--- src/rtl/frm_pkg.sv ---
// ----------------------------------------------------------------------------
// frm_pkg
// Shared types, constants and the CRC-32 byte update for the record ring
// manager.
// ----------------------------------------------------------------------------
`default_nettype none

package frm_pkg;

    localparam int SECTOR_COUNT = 4;
    localparam int SECTOR_W     = 2;
    localparam int SEQ_W        = 32;
    localparam int CRC_W        = 32;
    localparam int CFG_IDX_W    = 2;
    localparam int CFG_DATA_W   = 32;

    localparam logic [CRC_W-1:0] CRC_POLY      = 32'hEDB8_8320;
    localparam logic [CRC_W-1:0] CRC_INIT      = 32'hFFFF_FFFF;
    localparam logic [31:0]      MAGIC_RESET   = 32'h5049_4B4F;
    localparam logic [15:0]      VERSION_RESET = 16'd1;
    localparam logic [15:0]      LENGTH_RESET  = 16'd64;

    // configuration register indexes
    localparam logic [CFG_IDX_W-1:0] CFG_MAGIC   = 2'd0;
    localparam logic [CFG_IDX_W-1:0] CFG_VERSION = 2'd1;
    localparam logic [CFG_IDX_W-1:0] CFG_LENGTH  = 2'd2;

    typedef enum logic [2:0] {
        OP_HEADER     = 3'd0,
        OP_PAYLOAD    = 3'd1,
        OP_END_SCAN   = 3'd2,
        OP_BEGIN_SAVE = 3'd3,
        OP_COMMIT     = 3'd4
    } op_t;

    typedef enum logic [1:0] {
        ST_OK          = 2'd0,
        ST_INVALID     = 2'd1,
        ST_NEEDS_SCAN  = 2'd2,
        ST_VERIFY_FAIL = 2'd3
    } status_t;

    // what the result registers load
    typedef enum logic [2:0] {
        OUT_ZERO,
        OUT_STREAM,
        OUT_HEADER,
        OUT_BEST,
        OUT_TARGET
    } out_sel_t;

    typedef struct packed {
        logic     hdr_load;
        logic     hdr_ok_clear;
        logic     crc_init;
        logic     crc_step;
        logic     best_load;
        logic     best_clear;
        logic     ring_load_best;
        logic     ring_clear;
        logic     ring_advance;
        logic     out_load;
        out_sel_t out_sel;
    } frm_cmd_t;

    typedef struct packed {
        logic hdr_ok;
        logic crc_match;
        logic seq_greater;
        logic commit_match;
    } frm_stat_t;

    // reflected crc-32, one byte
    function automatic logic [CRC_W-1:0] crc_byte(input logic [CRC_W-1:0] c,
                                                  input logic [7:0] b);
        logic [CRC_W-1:0] r;
        r = c ^ {24'd0, b};
        for (int k = 0; k < 8; k++)
        begin
            r = (r >> 1) ^ (CRC_POLY & {CRC_W{r[0]}});
        end
        return r;
    endfunction

    // next sector round the ring
    function automatic logic [SECTOR_W-1:0] ring_next(input logic [SECTOR_W-1:0] s);
        logic [SECTOR_W:0] sum;
        sum = {1'b0, s} + 1'b1;
        if (int'(sum) >= SECTOR_COUNT)
        begin
            sum = sum - (SECTOR_W+1)'(SECTOR_COUNT);
        end
        return sum[SECTOR_W-1:0];
    endfunction

endpackage

`default_nettype wire

--- src/rtl/frm_ctrl.sv ---
// ----------------------------------------------------------------------------
// frm_ctrl
// Mode state machine: decodes each command beat, drives the datapath and
// registers the result strobe and status code.
// ----------------------------------------------------------------------------
`default_nettype none

module frm_ctrl
    import frm_pkg::*;
(
    input  wire logic       clk,
    input  wire logic       rst_n,
    input  wire logic       item_valid,
    input  wire logic [2:0] opcode,
    input  wire logic       last_byte,
    input  wire frm_stat_t  stat,
    output frm_cmd_t        cmd,
    output logic            done,
    output logic [1:0]      status
);

    typedef enum logic [1:0] {
        MODE_IDLE,
        MODE_SCAN,
        MODE_SAVE,
        MODE_PEND
    } mode_t;

    mode_t   mode_reg, mode_next;
    logic    scanned_reg, scanned_next;
    logic    checked_reg, checked_next;
    logic    best_found_reg, best_found_next;
    logic    done_reg, done_next;
    status_t status_reg, status_next;
    logic    rec_ok;

    assign rec_ok = stat.hdr_ok && stat.crc_match;

    always_comb
    begin
        mode_next       = mode_reg;
        scanned_next    = scanned_reg;
        checked_next    = checked_reg;
        best_found_next = best_found_reg;
        done_next       = 1'b0;
        status_next     = ST_OK;
        cmd             = '0;
        cmd.out_sel     = OUT_ZERO;
        if (item_valid)
        begin
            unique case (opcode)
                OP_HEADER:
                begin
                    cmd.hdr_load = 1'b1;
                    checked_next = 1'b0;
                    mode_next    = (mode_reg == MODE_SAVE || mode_reg == MODE_PEND) ?
                                   MODE_PEND : MODE_SCAN;
                end
                OP_PAYLOAD:
                begin
                    if (mode_reg != MODE_IDLE)
                    begin
                        cmd.crc_step = 1'b1;
                        if (last_byte)
                        begin
                            cmd.crc_init = 1'b1;
                            cmd.out_load = 1'b1;
                            done_next    = 1'b1;
                            unique case (mode_reg)
                                MODE_SAVE:
                                begin
                                    mode_next        = MODE_PEND;
                                    cmd.hdr_ok_clear = 1'b1;
                                    checked_next     = 1'b0;
                                    cmd.out_sel      = OUT_STREAM;
                                end
                                MODE_SCAN:
                                begin
                                    status_next = rec_ok ? ST_OK : ST_INVALID;
                                    cmd.out_sel = OUT_HEADER;
                                    if (rec_ok && (!best_found_reg || stat.seq_greater))
                                    begin
                                        cmd.best_load   = 1'b1;
                                        best_found_next = 1'b1;
                                    end
                                    mode_next = MODE_IDLE;
                                end
                                MODE_PEND:
                                begin
                                    status_next  = rec_ok ? ST_OK : ST_INVALID;
                                    cmd.out_sel  = OUT_HEADER;
                                    checked_next = rec_ok;
                                end
                                MODE_IDLE:
                                begin
                                    done_next = 1'b0;
                                end
                            endcase
                        end
                    end
                end
                OP_END_SCAN:
                begin
                    scanned_next    = 1'b1;
                    mode_next       = MODE_IDLE;
                    done_next       = 1'b1;
                    cmd.out_load    = 1'b1;
                    cmd.best_clear  = 1'b1;
                    best_found_next = 1'b0;
                    if (best_found_reg)
                    begin
                        cmd.ring_load_best = 1'b1;
                        cmd.out_sel        = OUT_BEST;
                    end
                    else
                    begin
                        cmd.ring_clear = 1'b1;
                        status_next    = ST_INVALID;
                    end
                end
                OP_BEGIN_SAVE:
                begin
                    done_next    = 1'b1;
                    cmd.out_load = 1'b1;
                    if (!scanned_reg)
                    begin
                        status_next = ST_NEEDS_SCAN;
                    end
                    else
                    begin
                        mode_next    = MODE_SAVE;
                        cmd.crc_init = 1'b1;
                        cmd.out_sel  = OUT_TARGET;
                    end
                end
                OP_COMMIT:
                begin
                    done_next    = 1'b1;
                    cmd.out_load = 1'b1;
                    if (!scanned_reg)
                    begin
                        status_next = ST_NEEDS_SCAN;
                    end
                    else if (mode_reg != MODE_PEND)
                    begin
                        status_next = ST_INVALID;
                        cmd.out_sel = OUT_TARGET;
                    end
                    else
                    begin
                        mode_next    = MODE_IDLE;
                        checked_next = 1'b0;
                        cmd.out_sel  = OUT_TARGET;
                        if (checked_reg && stat.commit_match)
                        begin
                            cmd.ring_advance = 1'b1;
                        end
                        else
                        begin
                            status_next = ST_VERIFY_FAIL;
                        end
                    end
                end
                default:
                begin
                    done_next = 1'b0;
                end
            endcase
        end
    end

    always_ff @(posedge clk or negedge rst_n)
    begin
        if (!rst_n)
        begin
            mode_reg       <= MODE_IDLE;
            scanned_reg    <= 1'b0;
            checked_reg    <= 1'b0;
            best_found_reg <= 1'b0;
            done_reg       <= 1'b0;
            status_reg     <= ST_OK;
        end
        else
        begin
            mode_reg       <= mode_next;
            scanned_reg    <= scanned_next;
            checked_reg    <= checked_next;
            best_found_reg <= best_found_next;
            done_reg       <= done_next;
            status_reg     <= status_next;
        end
    end

    assign done   = done_reg;
    assign status = status_reg;

endmodule

`default_nettype wire

--- src/rtl/frm_datapath.sv ---
// ----------------------------------------------------------------------------
// frm_datapath
// Configuration registers, latched header, crc accumulator, best-sector and
// ring position registers, and the result registers.
// ----------------------------------------------------------------------------
`default_nettype none

module frm_datapath
    import frm_pkg::*;
(
    input  wire logic                  clk,
    input  wire logic                  rst_n,
    input  wire logic                  cfg_we,
    input  wire logic [CFG_IDX_W-1:0]  cfg_index,
    input  wire logic [CFG_DATA_W-1:0] cfg_data,
    input  wire frm_cmd_t              cmd,
    input  wire logic [SECTOR_W-1:0]   sector,
    input  wire logic [31:0]           hdr_magic,
    input  wire logic [15:0]           hdr_version,
    input  wire logic [15:0]           hdr_length,
    input  wire logic [SEQ_W-1:0]      hdr_seq,
    input  wire logic [CRC_W-1:0]      hdr_crc,
    input  wire logic [7:0]            data_byte,
    output frm_stat_t                  stat,
    output logic [SECTOR_W-1:0]        result_sector,
    output logic [SEQ_W-1:0]           sequence_res,
    output logic [CRC_W-1:0]           crc_value
);

    logic [31:0]          record_magic_reg;
    logic [15:0]          record_version_reg;
    logic [15:0]          record_length_reg;

    logic [CRC_W-1:0]     crc_reg;
    logic                 hdr_ok_reg;
    logic [SEQ_W-1:0]     hdr_seq_reg;
    logic [CRC_W-1:0]     hdr_crc_reg;
    logic [SECTOR_W-1:0]  hdr_sector_reg;
    logic [SECTOR_W-1:0]  best_sector_reg;
    logic [SEQ_W-1:0]     best_seq_reg;
    logic [SEQ_W-1:0]     last_seq_reg;
    logic [SECTOR_W-1:0]  next_sector_reg;

    logic [SECTOR_W-1:0]  res_sector_reg, res_sector_next;
    logic [SEQ_W-1:0]     res_seq_reg, res_seq_next;
    logic [CRC_W-1:0]     res_crc_reg, res_crc_next;

    logic [CRC_W-1:0]     crc_stepped;
    logic [CRC_W-1:0]     crc_final;
    logic [SEQ_W-1:0]     target_seq;
    logic                 hdr_ok_in;

    assign crc_stepped = crc_byte(crc_reg, data_byte);
    assign crc_final   = crc_stepped ^ CRC_INIT;
    assign target_seq  = last_seq_reg + 1'b1;
    assign hdr_ok_in   = (hdr_magic == record_magic_reg) &&
                         (hdr_version == record_version_reg) &&
                         (hdr_length == record_length_reg) &&
                         (int'(sector) < SECTOR_COUNT);

    assign stat.hdr_ok       = hdr_ok_reg;
    assign stat.crc_match    = (crc_final == hdr_crc_reg);
    assign stat.seq_greater  = (hdr_seq_reg > best_seq_reg);
    assign stat.commit_match = (hdr_seq_reg == target_seq) &&
                               (hdr_sector_reg == next_sector_reg);

    always_ff @(posedge clk or negedge rst_n)
    begin
        if (!rst_n)
        begin
            record_magic_reg   <= MAGIC_RESET;
            record_version_reg <= VERSION_RESET;
            record_length_reg  <= LENGTH_RESET;
        end
        else if (cfg_we)
        begin
            unique case (cfg_index)
                CFG_MAGIC:   record_magic_reg   <= cfg_data;
                CFG_VERSION: record_version_reg <= cfg_data[15:0];
                CFG_LENGTH:  record_length_reg  <= cfg_data[15:0];
                default:     record_magic_reg   <= record_magic_reg;
            endcase
        end
    end

    always_ff @(posedge clk or negedge rst_n)
    begin
        if (!rst_n)
        begin
            crc_reg         <= CRC_INIT;
            hdr_ok_reg      <= 1'b0;
            hdr_seq_reg     <= '0;
            hdr_crc_reg     <= '0;
            hdr_sector_reg  <= '0;
            best_sector_reg <= '0;
            best_seq_reg    <= '0;
            last_seq_reg    <= '0;
            next_sector_reg <= '0;
        end
        else
        begin
            if (cmd.hdr_load || cmd.crc_init)
            begin
                crc_reg <= CRC_INIT;
            end
            else if (cmd.crc_step)
            begin
                crc_reg <= crc_stepped;
            end

            if (cmd.hdr_load)
            begin
                hdr_ok_reg     <= hdr_ok_in;
                hdr_seq_reg    <= hdr_seq;
                hdr_crc_reg    <= hdr_crc;
                hdr_sector_reg <= sector;
            end
            else if (cmd.hdr_ok_clear)
            begin
                hdr_ok_reg <= 1'b0;
            end

            if (cmd.best_load)
            begin
                best_sector_reg <= hdr_sector_reg;
                best_seq_reg    <= hdr_seq_reg;
            end
            else if (cmd.best_clear)
            begin
                best_sector_reg <= '0;
                best_seq_reg    <= '0;
            end

            if (cmd.ring_load_best)
            begin
                last_seq_reg    <= best_seq_reg;
                next_sector_reg <= ring_next(best_sector_reg);
            end
            else if (cmd.ring_clear)
            begin
                last_seq_reg    <= '0;
                next_sector_reg <= '0;
            end
            else if (cmd.ring_advance)
            begin
                last_seq_reg    <= target_seq;
                next_sector_reg <= ring_next(next_sector_reg);
            end
        end
    end

    always_comb
    begin
        res_sector_next = '0;
        res_seq_next    = '0;
        res_crc_next    = '0;
        unique case (cmd.out_sel)
            OUT_ZERO:
            begin
                res_sector_next = '0;
            end
            OUT_STREAM:
            begin
                res_sector_next = next_sector_reg;
                res_seq_next    = target_seq;
                res_crc_next    = crc_final;
            end
            OUT_HEADER:
            begin
                res_sector_next = hdr_sector_reg;
                res_seq_next    = hdr_seq_reg;
                res_crc_next    = crc_final;
            end
            OUT_BEST:
            begin
                res_sector_next = best_sector_reg;
                res_seq_next    = best_seq_reg;
            end
            OUT_TARGET:
            begin
                res_sector_next = next_sector_reg;
                res_seq_next    = target_seq;
            end
            default:
            begin
                res_sector_next = '0;
            end
        endcase
    end

    // result payload, held between beats
    always_ff @(posedge clk)
    begin
        if (cmd.out_load)
        begin
            res_sector_reg <= res_sector_next;
            res_seq_reg    <= res_seq_next;
            res_crc_reg    <= res_crc_next;
        end
    end

    assign result_sector = res_sector_reg;
    assign sequence_res  = res_seq_reg;
    assign crc_value     = res_crc_reg;

endmodule

`default_nettype wire

--- src/rtl/flash_record_ring_manager_core.sv ---
// ----------------------------------------------------------------------------
// flash_record_ring_manager_core
// Record ring manager: header and payload checks with crc-32, newest sector
// selection at end of scan, and save / commit sequencing.
// ----------------------------------------------------------------------------
// results: a result beat is registered and reaches the ports in the cycle after the command is taken
// throughput: one command beat per cycle; the byte-wide crc update and the
//   header compares each settle within that cycle, so busy stays low
// reset: rst_n clears mode, flags, crc and ring position at once; the
//   configuration registers return to their default values
// results are shown for one cycle on done; the receiver cannot stall
`default_nettype none

module flash_record_ring_manager_core
    import frm_pkg::*;
(
    input  wire logic                  clk,
    input  wire logic                  rst_n,
    input  wire logic                  cfg_we,
    input  wire logic [CFG_IDX_W-1:0]  cfg_index,
    input  wire logic [CFG_DATA_W-1:0] cfg_data,
    input  wire logic                  start,
    output logic                       busy,
    input  wire logic [2:0]            opcode,
    input  wire logic [SECTOR_W-1:0]   sector,
    input  wire logic [31:0]           hdr_magic,
    input  wire logic [15:0]           hdr_version,
    input  wire logic [15:0]           hdr_length,
    input  wire logic [SEQ_W-1:0]      hdr_seq,
    input  wire logic [CRC_W-1:0]      hdr_crc,
    input  wire logic [7:0]            data_byte,
    input  wire logic                  last_byte,
    output logic                       done,
    output logic [1:0]                 status,
    output logic [SECTOR_W-1:0]        result_sector,
    output logic [SEQ_W-1:0]           sequence_res,
    output logic [CRC_W-1:0]           crc_value
);

    frm_cmd_t  cmd;
    frm_stat_t stat;
    logic      item_valid;

    // every beat is taken in the cycle it arrives
    assign busy       = 1'b0;
    assign item_valid = start && !busy;

    frm_ctrl u_ctrl (
        .clk        (clk),
        .rst_n      (rst_n),
        .item_valid (item_valid),
        .opcode     (opcode),
        .last_byte  (last_byte),
        .stat       (stat),
        .cmd        (cmd),
        .done       (done),
        .status     (status)
    );

    frm_datapath u_dp (
        .clk           (clk),
        .rst_n         (rst_n),
        .cfg_we        (cfg_we),
        .cfg_index     (cfg_index),
        .cfg_data      (cfg_data),
        .cmd           (cmd),
        .sector        (sector),
        .hdr_magic     (hdr_magic),
        .hdr_version   (hdr_version),
        .hdr_length    (hdr_length),
        .hdr_seq       (hdr_seq),
        .hdr_crc       (hdr_crc),
        .data_byte     (data_byte),
        .stat          (stat),
        .result_sector (result_sector),
        .sequence_res  (sequence_res),
        .crc_value     (crc_value)
    );

endmodule

`default_nettype wire

--- config.mk ---
export PLATFORM = sky130hd
export DESIGN_NAME = flash_record_ring_manager_core
export DESIGN_NICKNAME = d
export VERILOG_FILES = /design/src/rtl/frm_pkg.sv /design/src/rtl/frm_ctrl.sv /design/src/rtl/frm_datapath.sv /design/src/rtl/flash_record_ring_manager_core.sv
export SDC_FILE = /design/constraint.sdc
export NUM_CORES = 1
export LEC_CHECK = 0
export BUFFER_PORTS_ARGS = -buffer_cell sky130_fd_sc_hd__buf_4
export CORE_ASPECT_RATIO = 1.75
export CORE_UTILIZATION = 60
export CTS_CLUSTER_DIAMETER = 30
export DETAILED_ROUTE_END_ITERATION = 6
export GPL_TIMING_DRIVEN = 1
export HOLD_SLACK_MARGIN = 0.12
export PLACE_DENSITY_LB_ADDON = 0.1
export SYNTH_ARGS = -nofsm -noshare
export SYNTH_HDL_FRONTEND = slang
export SYNTH_SLANG_ARGS = --single-unit
export TNS_END_PERCENT = 100
--- constraint.sdc ---
create_clock -name clk -period 10.45 [get_ports clk]
set_clock_uncertainty 0.05 [all_clocks]
set_input_delay 1.5675 -clock clk [delete_from_list [all_inputs] [get_ports clk]]
set_output_delay 1.5675 -clock clk [all_outputs]
set_load 0.01 [all_outputs]
==> qor.txt, run 1 <==
post-synth cell types: 84
routability cong.: 0.964
WHS: 0.440 ns
worst slack, placed: 5.17 ns
peak supply drop: 0.229 mV
Rows: 82
largest net degree at the start of global routing: 92
PostCTS Resize Cnt: 0
Setup crit start kind: register
most common cell after layout, fill and taps aside: buf_4
maxcap violations: 0
highest routing layer actually used: met4
Crit. End Element: register
first-pass GRT wire length: 83200 um
# IOs: 250
vias: 14100
worst min path class: register to register
CTS clock-pin slew for the worst setup and hold paths: 0.06 ns
wire per inst: 23.1 um
Critical Path AT: 5.65 ns
register bit total from synthesis: 305
number of global-route vias before repair: 15000
H-tree levels: 2
total CTS buffers: 45
layout cells sized above 1: 29.0%
ys async rst share: 78.4%
Post-Syn Nets: 1889
Sequential Area: 8020 um^2
Design Area, Final: 21300 um^2
Port Buffers: 248
clk sinks: 305
drt drc: 0
die width: 132 um
Synth top area share: 27.1%
Tot GR Track Use: 36.0%
Multi-input gate area: 8950 um^2
EDFF count, synth: 66
Net count, final: 2088
Clock Tree Buf Depth: 3
area leader, netlist: dfrtp_1
ANT nets after route: 0
Synth area leaders: dfrtp_1 27%, edfxtp_1 11%, mux2_2 8.2%, dfstp_2 7.2%, xnor2_1 6.1%
RSZ-0062 raised after global routing: false
post-synthesis sequential area ratio: 45.5%
Via density: 6.16
Least-Margin Pin Slew: 0.998 ns
critical-path maximum fanout: 15
Leak: 8.70 nW
f_max: 189 MHz
DIE HEIGHT: 229 um
Syn Inst Count: 1676
Final setup viols: 0
fin. max-slew vios: 0
met2 WL: 27600 um
die area: 30100 um^2
Final Worst Setup Slack: 5.15 ns
Final HPWL DP: 37400 um
outcome: finished clean
Synthesis Warnings: 0
CP max stage cell: nor4_1
first drt pass iteration count: 5
Detailed Route Iter0 Violations: 988
Setup Crit Path Kind: register to register
DP Area: 19600 um^2
Max stage delay on crit path: 0.86 ns
final WL: 52900 um
CTS Hold Bufs: 0
DR WL met3: 3290 um
Clock Tree Root: clkbuf_16
ys flop type: dfrtp_1
PD cells: 241 nW/um^2
Final Cycle Share: 50.7%
crit-path cells: and4_1, nand2_1, nor4_1, xor3_1, a211oi_1, nor4b_2, nand3_1, buf_4, a2111oi_0, nor3_1
CP required: 10.80 ns
Fin Setup TNS: 0 ns
Final Core Density: 74.0%
CTS tree: built
most frequent cells in the layout: 262 x buf_4, 191 x dfrtp_1, 182 x nand2_1
Avg Cell Area, Syn: 10.5 um^2
initial core utilization: 61.3%
fin crit period: 5.30 ns
mapped cell area: 17600 um^2
relative slew slack: 33.5%
clk_lat worst skew: 0.55 ns
Syn-to-layout area delta: 20.8%
Hold Fails Final Rpt: 0
gr ovfl total: 0
initial antenna violation count: 1
met1 WL: 17900 um
Post-CTS Repair Setup Buffers: 0
Filler cells: 2050
core footprint: 28700 um^2
==> cell usage after synthesis, types with 13 or more instances <==
cell        n
a21oi_1    55
a22oi_1    34
and3_1     13
buf_2      13
clkbuf_1   84
dfrtp_1   191
dfstp_2    48
edfxtp_1   66
ha_1       33
inv_1      56
mux2_2    129
nand2_1   182
nand2b_1   13
nand3_1    56
nand4_1    33
nor2_1     66
nor3_1     32
nor4_1     26
o211ai_1   27
o21ai_0    81
o31ai_1    15
xnor2_1   122
xor2_1     77
==> critical path, delay by kind of cell (launching register included) <==
| kind | cells | cell delay [ns] |
|---|---|---|
| buf+inv | 1 | 0.45 |
| compound gates | 2 | 0.62 |
| simple gates | 6 | 3.12 |
| flops | 1 | 0.56 |
| xor+xnor | 1 | 0.34 |
==> final timing paths <==
check / from / end / slack, ns / depth (start not counted)
max in group asynchronous: rst_n / u_dp.hdr_crc_reg[2]$_DFFE_PN0P_ / 6.96 / 3
min: u_dp.crc_reg[25]$_DFFE_PN1P_ / u_dp.crc_reg[25]$_DFFE_PN1P_ / 0.44 / 2
min in group asynchronous: rst_n / u_dp.best_seq_reg[6]$_DFFE_PN0P_ / 1.00 / 1
min reg2reg: u_dp.crc_reg[25]$_DFFE_PN1P_ / u_dp.crc_reg[25]$_DFFE_PN1P_ / 0.44 / 2
max: u_dp.last_seq_reg[12]$_DFFE_PN0P_ / u_dp.last_seq_reg[17]$_DFFE_PN0P_ / 5.15 / 10
max reg2reg: u_dp.last_seq_reg[12]$_DFFE_PN0P_ / u_dp.last_seq_reg[17]$_DFFE_PN0P_ / 5.15 / 10
==> cell type report <==
cell class,count,area share [%]
sequential,305,37.7
clock inverter,22,1.52
tap,378,2.22
timing repair buffer,263,9.32
antenna,1,0.0118
multi-input combinational,1204,42.1
inverter,56,0.988
clock buffer,61,6.16
==> power by group <==
part	internal [mW]	leakage [nW]	switching, mW
Clock	1.06	0.793	0.573
Sequential	1.45	3.53	0.216
Combinational	0.806	4.37	1.03
Total	3.31	8.70	1.82
==> through the flow <==
| stage | cells | power [mW] |
|---|---|---|
| 2_1_floorplan | 1676 | 2.90 |
| 3_3_place_gp | 2206 | 3.47 |
| 3_5_place_dp | 2206 | 3.49 |
| 4_1_cts | 2289 | 5.14 |
| 5_1_grt | 2290 | 5.35 |
| 6_report | 2290 | 5.13 |
==> per-layer routing <==
metal	up-vias	track usage, %
li1	6417	-
met1	6870	37.4
met2	618	63.7
met3	206	7.27
met4	0	26.7
met5	-	0
==> cells by family after synthesis <==
family	after synthesis	synth area share [%]
flip-flops	305	45.5
XOR/XNOR	227	13.6
buffers and inverters	167	3.90
other	1	0.0213
AO/OA/AOI/OAI	310	11.5
adder cells (fa/ha/maj)	33	2.34
multiplexers	139	8.82
AND/OR/NAND/NOR	494	14.3
No activity file was read; power rests on OpenSTA's default activity.
==> run 2: changes to the inputs <==
--- a/config.mk
+++ b/config.mk
@@ -7,7 +7,7 @@
 export LEC_CHECK = 0
 export BUFFER_PORTS_ARGS = -buffer_cell sky130_fd_sc_hd__buf_4
 export CORE_ASPECT_RATIO = 1.75
-export CORE_UTILIZATION = 60
+export CORE_UTILIZATION = 53
 export CTS_CLUSTER_DIAMETER = 30
 export DETAILED_ROUTE_END_ITERATION = 6
 export GPL_TIMING_DRIVEN = 1
==> constraint.sdc (replaced) <==
create_clock -name clk -period 4.3 [get_ports clk]
set_clock_uncertainty 0.05 [all_clocks]
set_input_delay 0.645 -clock clk [delete_from_list [all_inputs] [get_ports clk]]
set_output_delay 0.645 -clock clk [all_outputs]
set_load 0.01 [all_outputs]
==> run 2 against run 1 <==
- via count increased by 0.40%
- die area up 13%
- highest routed layer unchanged
- global-route usage shrank 3.9 points
- fmax grew 33%
- combinational power increased by 150%
- sequential share of layout area shrank 0.78 points
==> qor.txt, run 2 (synthesis gave the netlist of run 1 again) <==
crit-path cells: and4_1, nand3_1, nor4_2, buf_4, xor3_1, a211oi_1, nor4b_2, buf_4, and3_1, nor2_2, o31a_1
critical-path maximum fanout: 14 (-1)
Final HPWL DP: 39000 um (+4.2%)
gr ovfl total: 0 (unchanged)
Hold Fails Final Rpt: 0 (unchanged)
Post-CTS Repair Setup Buffers: 0 (unchanged)
largest net degree at the start of global routing: 104 (+13%)
PD cells: 584 nW/um^2 (+140%)
routability cong.: 0.975 (+1.1%)
relative slew slack: 25.9% (-7.6 points)
first drt pass iteration count: 5 (unchanged)
most used cell, CP: buf_4
peak supply drop: 0.487 mV (+110%)
Hold Path Cell Cnt: 3 (+1)
clk_lat worst skew: 0.57 ns (+0.02 ns)
die area: 34000 um^2 (+13%)
initial core utilization: 53.7% (-7.6 points)
RR Startpoint: u_dp.last_seq_reg[3]$_DFFE_PN0P_
first-pass GRT wire length: 83100 um (-0.16%)
CTS clock-pin slew for the worst setup and hold paths: 0.06 ns (about the same)
worst r2r path cells: 11 (+1)
final WL: 53700 um (+1.5%)
CP max stage cell: dfrtp_1
number of global-route vias before repair: 14700 (-1.6%)
Fin Setup TNS: 0 ns (unchanged)
H-tree levels: 2 (unchanged)
CTS tree: built
Setup Crit Path Kind: register to register
die width: 140 um (+6.3%)
Leak: 8.94 nW (+2.8%)
clk sinks: 305 (unchanged)
vias: 14200 (+0.40%)
Hold EP: u_dp.hdr_seq_reg[0]$_DFFE_PN0P_
Final Core Density: 66.2% (-7.9 points)
Port Buffers: 248 (unchanged)
Tot Pwr: 12.7 mW (+150%)
worst min path class: input pin to register
CP top delay family: simple AND/OR/NAND/NOR gates
total CTS buffers: 49 (+8.9%)
Crit. End Element: register
core footprint: 32800 um^2 (+14%)
drt drc: 0 (unchanged)
Max stage delay on crit path: 0.51 ns (-0.35 ns)
outcome: finished clean
most frequent cells in the layout: 292 x buf_4, 191 x dfrtp_1, 182 x nand2_1
DIE HEIGHT: 243 um (+6.3%)
Clock Tree Buf Depth: 3 (unchanged)
fin crit period: 3.98 ns (-1.33 ns)
CP bufs+invs: 2 (+1)
wire per inst: 22.7 um (-1.5%)
Tot GR Track Use: 32.1% (-3.9 points)
Setup crit start kind: register
maxcap violations: 0 (unchanged)
# IOs: 250 (unchanged)
Final setup viols: 0 (unchanged)
r2r setup slk: 0.32 ns (-4.82 ns)
HP Start: hdr_seq[0]
r2r endpoint: u_dp.last_seq_reg[13]$_DFFE_PN0P_
most common cell after layout, fill and taps aside: buf_4
Net count, final: 2126 (+1.8%)
Final Cycle Share: 92.5% (+42 points)
Syn-to-layout area delta: 23.3%
Detailed Route Iter0 Violations: 830 (-16%)
Clock Tree Root: clkbuf_16
Least-Margin Pin Slew: 1.11 ns (+0.113 ns)
Rows: 88 (+7.3%)
CP required: 4.69 ns (-6.11 ns)
RSZ-0062 raised after global routing: false
Critical Path AT: 4.37 ns (-1.28 ns)
f_max: 251 MHz (+33%)
initial antenna violation count: 2 (+1)
layout cells sized above 1: 30.8% (+1.8 points)
ANT nets after route: 0 (unchanged)
fin. max-slew vios: 0 (unchanged)
Final Worst Setup Slack: 0.323 ns (-4.82 ns)
worst slack, placed: 0.215 ns (-4.96 ns)
Via density: 6.00 (-2.6%)
[run 2: where the power goes]
part           total, mW  leakage [nW]  internal (mW)  switching [mW]
Combinational       4.55          4.56           2.10            2.45
Sequential          4.03          3.53           3.52           0.511
Clock               4.10         0.851           2.59            1.51
Total               12.7          8.94           8.21            4.48
[run 2: how the worst max path moves through the flow]
stage / depth (start not counted) / slack, ns / startpoint / endpoint
CTS: 11 / 0.31 / u_dp.last_seq_reg[3]$_DFFE_PN0P_ / u_dp.last_seq_reg[23]$_DFFE_PN0P_
detailed placement: 10 / 0.21 / data_byte[0] / u_dp.best_seq_reg[5]$_DFFE_PN0P_
global placement: 10 / 0.25 / data_byte[0] / u_dp.best_seq_reg[10]$_DFFE_PN0P_
finish: 11 / 0.32 / u_dp.last_seq_reg[3]$_DFFE_PN0P_ / u_dp.last_seq_reg[13]$_DFFE_PN0P_
floorplan: 11 / 0.82 / data_byte[3] / u_ctrl.best_found_reg$_DFFE_PN0P_
global route: 12 / 0.06 / u_dp.last_seq_reg[0]$_DFFE_PN0P_ / u_dp.last_seq_reg[20]$_DFFE_PN0P_
[run 2: cell type report]
type / instances / area, um^2
clock inverters: 33 / 380
flip-flops and latches: 305 / 8020
clock buffers: 59 / 1360
well taps: 405 / 507
fillers: 2675 / 11100
multi-input cells: 1204 / 8960
inverters: 56 / 210
repair buffers: 297 / 2280
diodes: 2 / 5.00
[run 2: worst reg2reg max path, stage by stage, from the launching register on]
cell,delay (ns)
dfrtp_1,0.51
and4_1,0.36
nand3_1,0.36
nor4_2,0.42
buf_4,0.21
xor3_1,0.23
a211oi_1,0.34
nor4b_2,0.41
buf_4,0.21
and3_1,0.22
nor2_2,0.19
o31a_1,0.36
[run 2: repair_timing]
action,4_1_cts,5_1_grt
hold buffers,1,0
gates resized for setup,0,5
setup endpoints to repair,0,2
hold endpoints to repair,1,0
[run 2: metal layers]
| layer | vias up | track usage, % | wire (um) |
|---|---|---|---|
| met5 | - | 0 | 0 |
| met4 | 0 | 20.2 | 3490 |
| met3 | 159 | 5.68 | 2740 |
| met2 | 511 | 59.3 | 28800 |
| met1 | 6997 | 33.2 | 18700 |
| li1 | 6500 | - | - |
[run 2: through the flow]
stage               hold slack (ns)  std cells  cell area (um^2)
finish                        0.240       2361             21700
global route                  0.232       2361             21700
CTS                           0.220       2359             21700
detailed placement            0.436       2266             19900
global placement              0.428       2266             19900
floorplan                     0.299       1676             17600
